**config.mk**
```make
export PLATFORM = sky130hd
export DESIGN_NAME = bfch_cell
export DESIGN_NICKNAME = d
export VERILOG_FILES = /design/src/design/bfch_pkg.sv /design/src/design/bfch_cell.sv
export SDC_FILE = /design/constraint.sdc
export NUM_CORES = 1
export LEC_CHECK = 0
export BUFFER_PORTS_ARGS = -buffer_cell sky130_fd_sc_hd__buf_2
export CORE_MARGIN = 2
export CORE_UTILIZATION = 46
export CTS_CLUSTER_DIAMETER = 120
export DETAILED_ROUTE_END_ITERATION = 7
export HOLD_SLACK_MARGIN = 0.02
export PLACE_DENSITY = 0.78
export SETUP_SLACK_MARGIN = 0.5
export SLEW_MARGIN = 25
export SYNTH_ARGS = -nofsm -noshare
export SYNTH_HDL_FRONTEND = slang
export SYNTH_SLANG_ARGS = --single-unit
```
**constraint.sdc**
```tcl
create_clock -name clock -period 9.5 [get_ports clock]
set_clock_uncertainty 0.1 [all_clocks]
set_input_delay 1.425 -clock clock [delete_from_list [all_inputs] [get_ports clock]]
set_output_delay 1.425 -clock clock [all_outputs]
set_load 0.005 [all_outputs]
```
**src/design/bfch_pkg.sv**
```systemverilog
package bfch_pkg;

   // Capacity and coordinate width.
   localparam int MAX_POINTS = 32;
   localparam int COORD_BITS = 12;
   localparam int MIN_POINTS = 3;

   // Derived widths.
   localparam int IDX_W  = (MAX_POINTS > 1) ? $clog2(MAX_POINTS) : 1;
   localparam int CNT_W  = $clog2(MAX_POINTS + 1);
   localparam int DIFF_W = COORD_BITS + 1;
   localparam int PROD_W = 2 * DIFF_W;
   localparam int SIDE_W = PROD_W + 1;

   typedef logic signed [COORD_BITS-1:0] coord_type;

   // Input word: one point.
   typedef struct packed {
      coord_type px;
      coord_type py;
      logic      final_point;
   } req_word_type;

   // Output word: one hull point or the no-hull marker.
   typedef struct packed {
      coord_type hull_x;
      coord_type hull_y;
      logic      status;
      logic      dropped;
      logic      end_of_hull;
   } rsp_word_type;

   // Kind of test a token carries down the cell row.
   typedef enum logic [2:0] {
      MODE_FIND = 3'b001,
      MODE_COLL = 3'b010,
      MODE_EDGE = 3'b100
   } mode_type;

   // Side of a point against a line: negative, zero, or neither (positive).
   typedef struct packed {
      logic neg;
      logic zero;
   } sign_type;

   // Token that moves along the row, cell by cell.
   typedef struct packed {
      logic             valid;
      mode_type         mode;
      logic [IDX_W-1:0] i_idx;
      logic [IDX_W-1:0] j_idx;
      coord_type        ax;
      coord_type        ay;
      coord_type        bx;
      coord_type        by;
      logic             ok;
      logic             found;
      logic             have_first;
      sign_type         first;
      logic             jflag;
   } token_type;

   // Control broadcast from the sequencer to every cell.
   typedef struct packed {
      logic [CNT_W-1:0] count;
      logic             kill;
      logic             clear;
      logic             load;
      logic [IDX_W-1:0] load_idx;
      coord_type        load_x;
      coord_type        load_y;
      logic             mark_a;
      coord_type        mark_ax;
      coord_type        mark_ay;
      logic             mark_b;
      coord_type        mark_bx;
      coord_type        mark_by;
   } bcast_type;

endpackage

```
**src/design/bfch_cell.sv**
```systemverilog
module bfch_cell (
   input  logic                         clock,
   input  logic                         reset,
   input  logic [bfch_pkg::IDX_W-1:0]   cell_idx,
   input  bfch_pkg::bcast_type          bcast,
   input  bfch_pkg::token_type          tok_in,
   output bfch_pkg::token_type          tok_out
);

   localparam int DW = bfch_pkg::DIFF_W;
   localparam int PW = bfch_pkg::PROD_W;
   localparam int SW = bfch_pkg::SIDE_W;
   localparam int CW = bfch_pkg::CNT_W;

   bfch_pkg::coord_type px_ff, py_ff;
   logic                flag_ff;
   bfch_pkg::token_type s1_ff, s1_in;
   bfch_pkg::token_type tok_ff, tok_in_next;
   logic signed [PW-1:0] prod1_ff, prod2_ff;
   logic signed [PW-1:0] prod1_in, prod2_in;
   logic signed [DW-1:0] dxb, dyb, dxp, dyp;
   logic signed [SW-1:0] side;
   bfch_pkg::sign_type   sgn;
   logic                 active;
   logic                 hit_a, hit_b;

   // The cell takes part only while its slot holds a loaded point.
   assign active = CW'(cell_idx) < bcast.count;

   // Stored point of this slot.
   always_ff @(posedge clock) begin
      if (bcast.load && bcast.load_idx == cell_idx) begin
         px_ff <= bcast.load_x;
         py_ff <= bcast.load_y;
      end
   end

   // Hull membership, matched by coordinates.
   assign hit_a = bcast.mark_a && px_ff == bcast.mark_ax && py_ff == bcast.mark_ay;
   assign hit_b = bcast.mark_b && px_ff == bcast.mark_bx && py_ff == bcast.mark_by;

   always_ff @(posedge clock) begin
      if (reset) begin
         flag_ff <= 1'b0;
      end else if (bcast.clear) begin
         flag_ff <= 1'b0;
      end else if (active && (hit_a || hit_b)) begin
         flag_ff <= 1'b1;
      end
   end

   // First stage: the two cross-product terms.
   always_comb begin
      dxb      = DW'(tok_in.bx) - DW'(tok_in.ax);
      dyb      = DW'(tok_in.by) - DW'(tok_in.ay);
      dxp      = DW'(px_ff) - DW'(tok_in.ax);
      dyp      = DW'(py_ff) - DW'(tok_in.ay);
      prod1_in = dyp * dxb;
      prod2_in = dyb * dxp;
      s1_in    = tok_in;
      s1_in.valid = tok_in.valid && !bcast.kill;
   end

   always_ff @(posedge clock) begin
      prod1_ff <= prod1_in;
      prod2_ff <= prod2_in;
      s1_ff.mode       <= s1_in.mode;
      s1_ff.i_idx      <= s1_in.i_idx;
      s1_ff.j_idx      <= s1_in.j_idx;
      s1_ff.ax         <= s1_in.ax;
      s1_ff.ay         <= s1_in.ay;
      s1_ff.bx         <= s1_in.bx;
      s1_ff.by         <= s1_in.by;
      s1_ff.ok         <= s1_in.ok;
      s1_ff.found      <= s1_in.found;
      s1_ff.have_first <= s1_in.have_first;
      s1_ff.first      <= s1_in.first;
      s1_ff.jflag      <= s1_in.jflag;
      if (reset) begin
         s1_ff.valid <= 1'b0;
      end else begin
         s1_ff.valid <= s1_in.valid;
      end
   end

   // Second stage: side sign and the update of the running test.
   always_comb begin
      side     = SW'(prod1_ff) - SW'(prod2_ff);
      sgn.neg  = side[SW-1];
      sgn.zero = (side == '0);
      tok_in_next       = s1_ff;
      tok_in_next.valid = s1_ff.valid && !bcast.kill;
      if (active) begin
         unique case (s1_ff.mode)
            bfch_pkg::MODE_FIND: begin
               if (!s1_ff.found && (px_ff != s1_ff.ax || py_ff != s1_ff.ay)) begin
                  tok_in_next.found = 1'b1;
                  tok_in_next.bx    = px_ff;
                  tok_in_next.by    = py_ff;
               end
            end
            bfch_pkg::MODE_COLL: begin
               if (!sgn.zero) begin
                  tok_in_next.ok = 1'b0;
               end
            end
            bfch_pkg::MODE_EDGE: begin
               if (cell_idx != s1_ff.i_idx && cell_idx != s1_ff.j_idx) begin
                  if (!s1_ff.have_first) begin
                     tok_in_next.have_first = 1'b1;
                     tok_in_next.first      = sgn;
                  end else if (sgn != s1_ff.first) begin
                     tok_in_next.ok = 1'b0;
                  end
               end
               if (cell_idx == s1_ff.j_idx) begin
                  tok_in_next.jflag = flag_ff;
               end
            end
            default: begin
            end
         endcase
      end
   end

   always_ff @(posedge clock) begin
      tok_ff.mode       <= tok_in_next.mode;
      tok_ff.i_idx      <= tok_in_next.i_idx;
      tok_ff.j_idx      <= tok_in_next.j_idx;
      tok_ff.ax         <= tok_in_next.ax;
      tok_ff.ay         <= tok_in_next.ay;
      tok_ff.bx         <= tok_in_next.bx;
      tok_ff.by         <= tok_in_next.by;
      tok_ff.ok         <= tok_in_next.ok;
      tok_ff.found      <= tok_in_next.found;
      tok_ff.have_first <= tok_in_next.have_first;
      tok_ff.first      <= tok_in_next.first;
      tok_ff.jflag      <= tok_in_next.jflag;
      if (reset) begin
         tok_ff.valid <= 1'b0;
      end else begin
         tok_ff.valid <= tok_in_next.valid;
      end
   end

   assign tok_out = tok_ff;

endmodule

```
Yosys cells after proc, flatten, opt, wreduce, memory -nomap -nowiden
Cells that the tools add are included.
- word-level logic and storage cells: 85
- bits of input ports: 163
- flip-flop bits (word level): 213
- output and inout bits: 68
- order comparisons: 1
- $add $sub $neg: 5
- reductions and logical operators: 16
- multiply operators: 2
- multiplexer cells: 14
- equality and inequality tests: 14
- operators with widths (operator ; count):
    multiplier 13 x 13 -> 26 bit ; 2
    subtractor 12 x 12 -> 13 bit ; 4
    equality test 12 bit ; 4
    2-to-1 mux 24 bit ; 2
    2-to-1 mux 30 bit ; 1
    logical NOT 27 bit ; 1
    subtractor 26 x 26 -> 27 bit ; 1
    inequality test 12 bit ; 2
    equality test 5 bit ; 2
    logical AND 1 bit ; 10
    inequality test 5 bit ; 2
    2-to-1 mux 1 bit ; 7
    less-than comparator 5 x 6 -> 1 bit ; 1
    2-to-1 mux 4 bit ; 1
    equality test 3 x 1 -> 1 bit (second input constant) ; 1
    equality test 3 x 2 -> 1 bit (second input constant) ; 1
    equality test 3 bit (second input constant) ; 1
    2-to-1 mux 3 bit ; 1
    logical NOT 1 bit ; 2
    logical OR 1 bit ; 2
    2-to-1 mux 2 bit ; 1
    inequality test 2 bit ; 1
    one-hot mux 1 bit (2 select lines) ; 1
    OR reduction 2 bit ; 1

Depth between registers and ports, before layout
- word-level depth: 8
- mapped depth: 35
- depth with buffers taken out: 34

Least setup slack after synthesis
OpenSTA, ideal clock, no wires.
- kind: input -> register
- start: in tok_in[42] (netlist name)
- end: reg prod2_ff[25]
- slack: 0.318 ns
- stages on the path: 31
- setup time: 0.072 ns
- path buffers: 1
- data arrival time: 9.010 ns
- required time: 9.328 ns
- path through: ha_1 fa_1 nor2b_1 o21ai_0 a21boi_0 o21ai_0 a21oi_1 o21ai_0 a21boi_0 mux2_2 nor2_1 clkbuf_1 nor2_1 fa_1 fa_1 fa_1 fa_1 inv_1 fa_1 inv_1 ha_1 ha_1 and3_1 a221o_1 a21oi_1 nor2_1 a221o_1 nor3_1 o21bai_1 a21oi_1 xnor2_1
- longest elaborated chain between the ends: 2
- RTL lines (item ; RTL line ; RTL):
    from (decl) ; bfch_cell.sv:6 ; input bfch_pkg::token_type tok_in,
    subtractor 12 x 12 -> 13 bit ; bfch_cell.sv:56 ; dxp = DW'(px_ff) - DW'(tok_in.ax);
    multiplier 13 x 13 -> 26 bit ; bfch_cell.sv:59 ; prod2_in = dyb * dxp;
    via prod2_in[25] ; bfch_cell.sv:20 ; logic signed [PW-1:0] prod1_in, prod2_in;
    to (signal assigned) ; bfch_cell.sv:66 ; prod2_ff <= prod2_in;
    to (decl) ; bfch_cell.sv:19 ; logic signed [PW-1:0] prod1_ff, prod2_ff;
The timed path passes the listed nets, and every way through them passes these cells.
A chain may end at the register's enable or synchronous reset.

Worst setup path after layout
- start: in tok_in[31] (netlist name)
- end: reg prod2_ff[25]
- longest elaborated chain between the ends: 2
- RTL lines (item ; RTL line ; RTL):
    subtractor 12 x 12 -> 13 bit ; bfch_cell.sv:55 ; dyb = DW'(tok_in.by) - DW'(tok_in.ay);
    multiplier 13 x 13 -> 26 bit ; bfch_cell.sv:59 ;
    via prod2_in[25] ; bfch_cell.sv:20 ;
The timed path passes the listed nets, and every way through them passes these cells.

==> impl_metrics.ini <==
[synthesis]
synthArstFlopShare_pct = 0
ys.flop_type = dfxtp_1
yosysTopAreaCell = fa_1
yosysWarnings = 0
seq_area_frac_synth_pct = 20.3
synth_nets = 3012
synth_edf_count = 24
synth_area_sq_um = 22100
syn_area_per_cell_sq_um = 9.59
synth_cells = 2309
synthTopCellsByArea = fa_1 30%, dfxtp_1 17%, ha_1 12%, inv_1 7.2%, xnor2_1 4.0%
netlist.area_leader.share_pct = 29.7
ys_types = 76
synth-seq-cells = 213

[layout]
final_cells = 3243
final_util_pct = 53.7
area.growth.synth_to_final_pct = 15.5
seq_area_sq_um = 4500
drive_gt1_share_pct = 17.2
nFillCells = 4236
nets = 3313
multi_input_area_sq_um = 16100

[setup_path]
endpoint = prod2_ff[25]$_DFF_P_
cp.arrival_ns = 9.06
cp-end-kind = flop
startpoint = tok_in[31]
path_class = input pin to flop
max_stage_delay_ns = 0.56
critPathMostFrequentCell = fa_1
rrSetupSlack_ns = 1.13
crit_path_start_kind = input pin
r2r-start = px_ff[2]$_DFFE_PP_
reg2reg_depth = 30
cp_data_required_time_ns = 9.86
cpMaxStageDelayCell = fa_1
cp_max_fo = 12
reg2reg_to = prod2_ff[25]$_DFF_P_

[place]
portBuffers = 230
dp.cells = 3191
dp_slack_ns = -0.0397
dp_hpwl_mm = 55.1
routabilityCongestion = 1.01

[clocking]
cts.hold.buffers_added = 0
cts_sinks = 213
cts-htree-levels = 1
clk_path_buf_depth = 3
path_clk_slew_ns = 0.06
root_buffer = clkbuf_16
cts_buffers = 23
cts_tree = yes
clk_latency_ns = 0.56

[sta]
fin_crit_sh_pct = 91.6
worst_slack_ns = 0.802
finalSetupViolCount = 0
worstMarginPinSlew_ns = 0.872
relSlewSlack_pct = 41.4
fmax_mhz = 115
tns_ns = 0
finalHoldViolCount = 0
grt_setup_unrepaired = true
finalCriticalPeriod_ns = 8.70
drv_slew = 0

[floorplan]
die_area_sq_um = 49900
dieHeight_um = 223
die_x_um = 223
design.core.area_sq_um = 47600
start_util_pct = 46.5
fp-row-count = 80
io_pins = 231

[detailed_routing]
drc = 0
routed_via_density = 5.41
finalWirelength_mm = 65.7
first_pass_iters = 6
final_antenna_net_count = 0
drtIter0Drc = 1534
vias = 17600
routedWlPerCell_um = 20.2

[outcome]
status = finished clean

[global_route]
grt_max_degree = 25
antenna_found_initial = 3
grt_first_pass_wirelength_mm = 101
grtUsageTotal_pct = 26.3
overflow = 0
grt_pass1_vias = 18500

[flow_run]
drv_cap = 0

[hold_path]
hold_class = flop to flop
cell type report:
cell class | count | area share (%)
multi-input combinational | 1634 | 63.0
sequential | 213 | 17.6
timing repair buffer | 315 | 7.14
inverter | 423 | 6.21
tap | 615 | 3.01
clock buffer | 29 | 2.38
clock inverter | 13 | 0.690
antenna | 1 | 0.00978
routing by layer:
metal / part of all wire [%] / global-route usage (%) / wire length, um / vias up
li1: - / - / - / 7895
met1: 40 / 34.6 / 26500 / 8841
met2: 48 / 43.1 / 31400 / 662
met3: 8.1 / 5.47 / 5300 / 155
met4: 3.7 / 8.97 / 2420 / 2
met5: 0.050 / 0 / 33 / -
synth_stat cells (all sizes together) (23+ instances only):
cell type and number:
fa 329, xor2 94, nor3 27, ha 211, edfxtp 24, clkbuf 33
nand3 23, o21ai 49, mux2 31, nor2b 31, xnor2 100, dfxtp 189
inv 423, nor2 221, a21oi 55, a21o 41, nand2 173, nand2b 56
worst min-delay path by stage:
stage                                 start             endpoint  slack, ns  depth (start not counted)
after floorplan           s1_ff[30]$_DFF_P_  tok_out[30]$_DFF_P_       0.25                          0
after global placement    s1_ff[56]$_DFF_P_  tok_out[56]$_DFF_P_       0.25                          0
after detailed placement  s1_ff[38]$_DFF_P_  tok_out[38]$_DFF_P_       0.25                          0
after CTS                 s1_ff[37]$_DFF_P_  tok_out[37]$_DFF_P_       0.24                          0
after global routing      s1_ff[37]$_DFF_P_  tok_out[37]$_DFF_P_       0.25                          0
final                     s1_ff[37]$_DFF_P_  tok_out[37]$_DFF_P_       0.25                          0
cells by family (layout without fill, tap and decap cells):
family          Yosys count  after routing  share of synthesized area (%)
compound gates          245            245                           7.62
fa+ha+maj               540            540                           41.7
flops                   213            213                           20.3
other cells               0              1                              0
xor+xnor                194            194                           7.67
mux                      36             36                           1.82
buf+inv                 462            780                           7.91
simple gates            619            619                           13.0
per-stage QoR:
stage               hold slack [ns]  cell area [sq um]
CTS                           0.245              25300
global route                  0.250              25600
detailed placement            0.254              24500
floorplan                     0.249              22200
finish                        0.254              25600
global placement              0.252              24500
state kept, by name, indices dropped and copies added, names as in the netlist:
name	cells
tok_out	68
flag_ff	1
prod1_ff	26
py_ff	12
px_ff	12
prod2_ff	26
s1_ff	68
cell usage in the layout, fill, tap and decap left out, drive strengths merged, types with 55 or more instances in the layout:
cell | Yosys | routed
inv | 423 | 427
fa | 329 | 329
buf | 6 | 315
nor2 | 221 | 221
ha | 211 | 211
dfxtp | 189 | 189
nand2 | 173 | 173
xnor2 | 100 | 100
xor2 | 94 | 94
nand2b | 56 | 56
a21oi | 55 | 55
critical path, delay by kind of cell:
| family | cells | cell delay (ns) |
|---|---|---|
| compound gates | 11 | 2.47 |
| xor+xnor | 2 | 0.33 |
| fa+ha+maj | 8 | 3.33 |
| buf+inv | 6 | 0.74 |
| simple gates | 6 | 0.75 |
timing repair:
action                     CTS  global route
pin swaps                    0            13
setup endpoints to repair    1            15
gates resized for setup      1            41
setup buffers                0             9
Power is left out: the tool's default activity adds up to more than one toggle a clock period on the data nets, which glitch-free logic cannot reach.
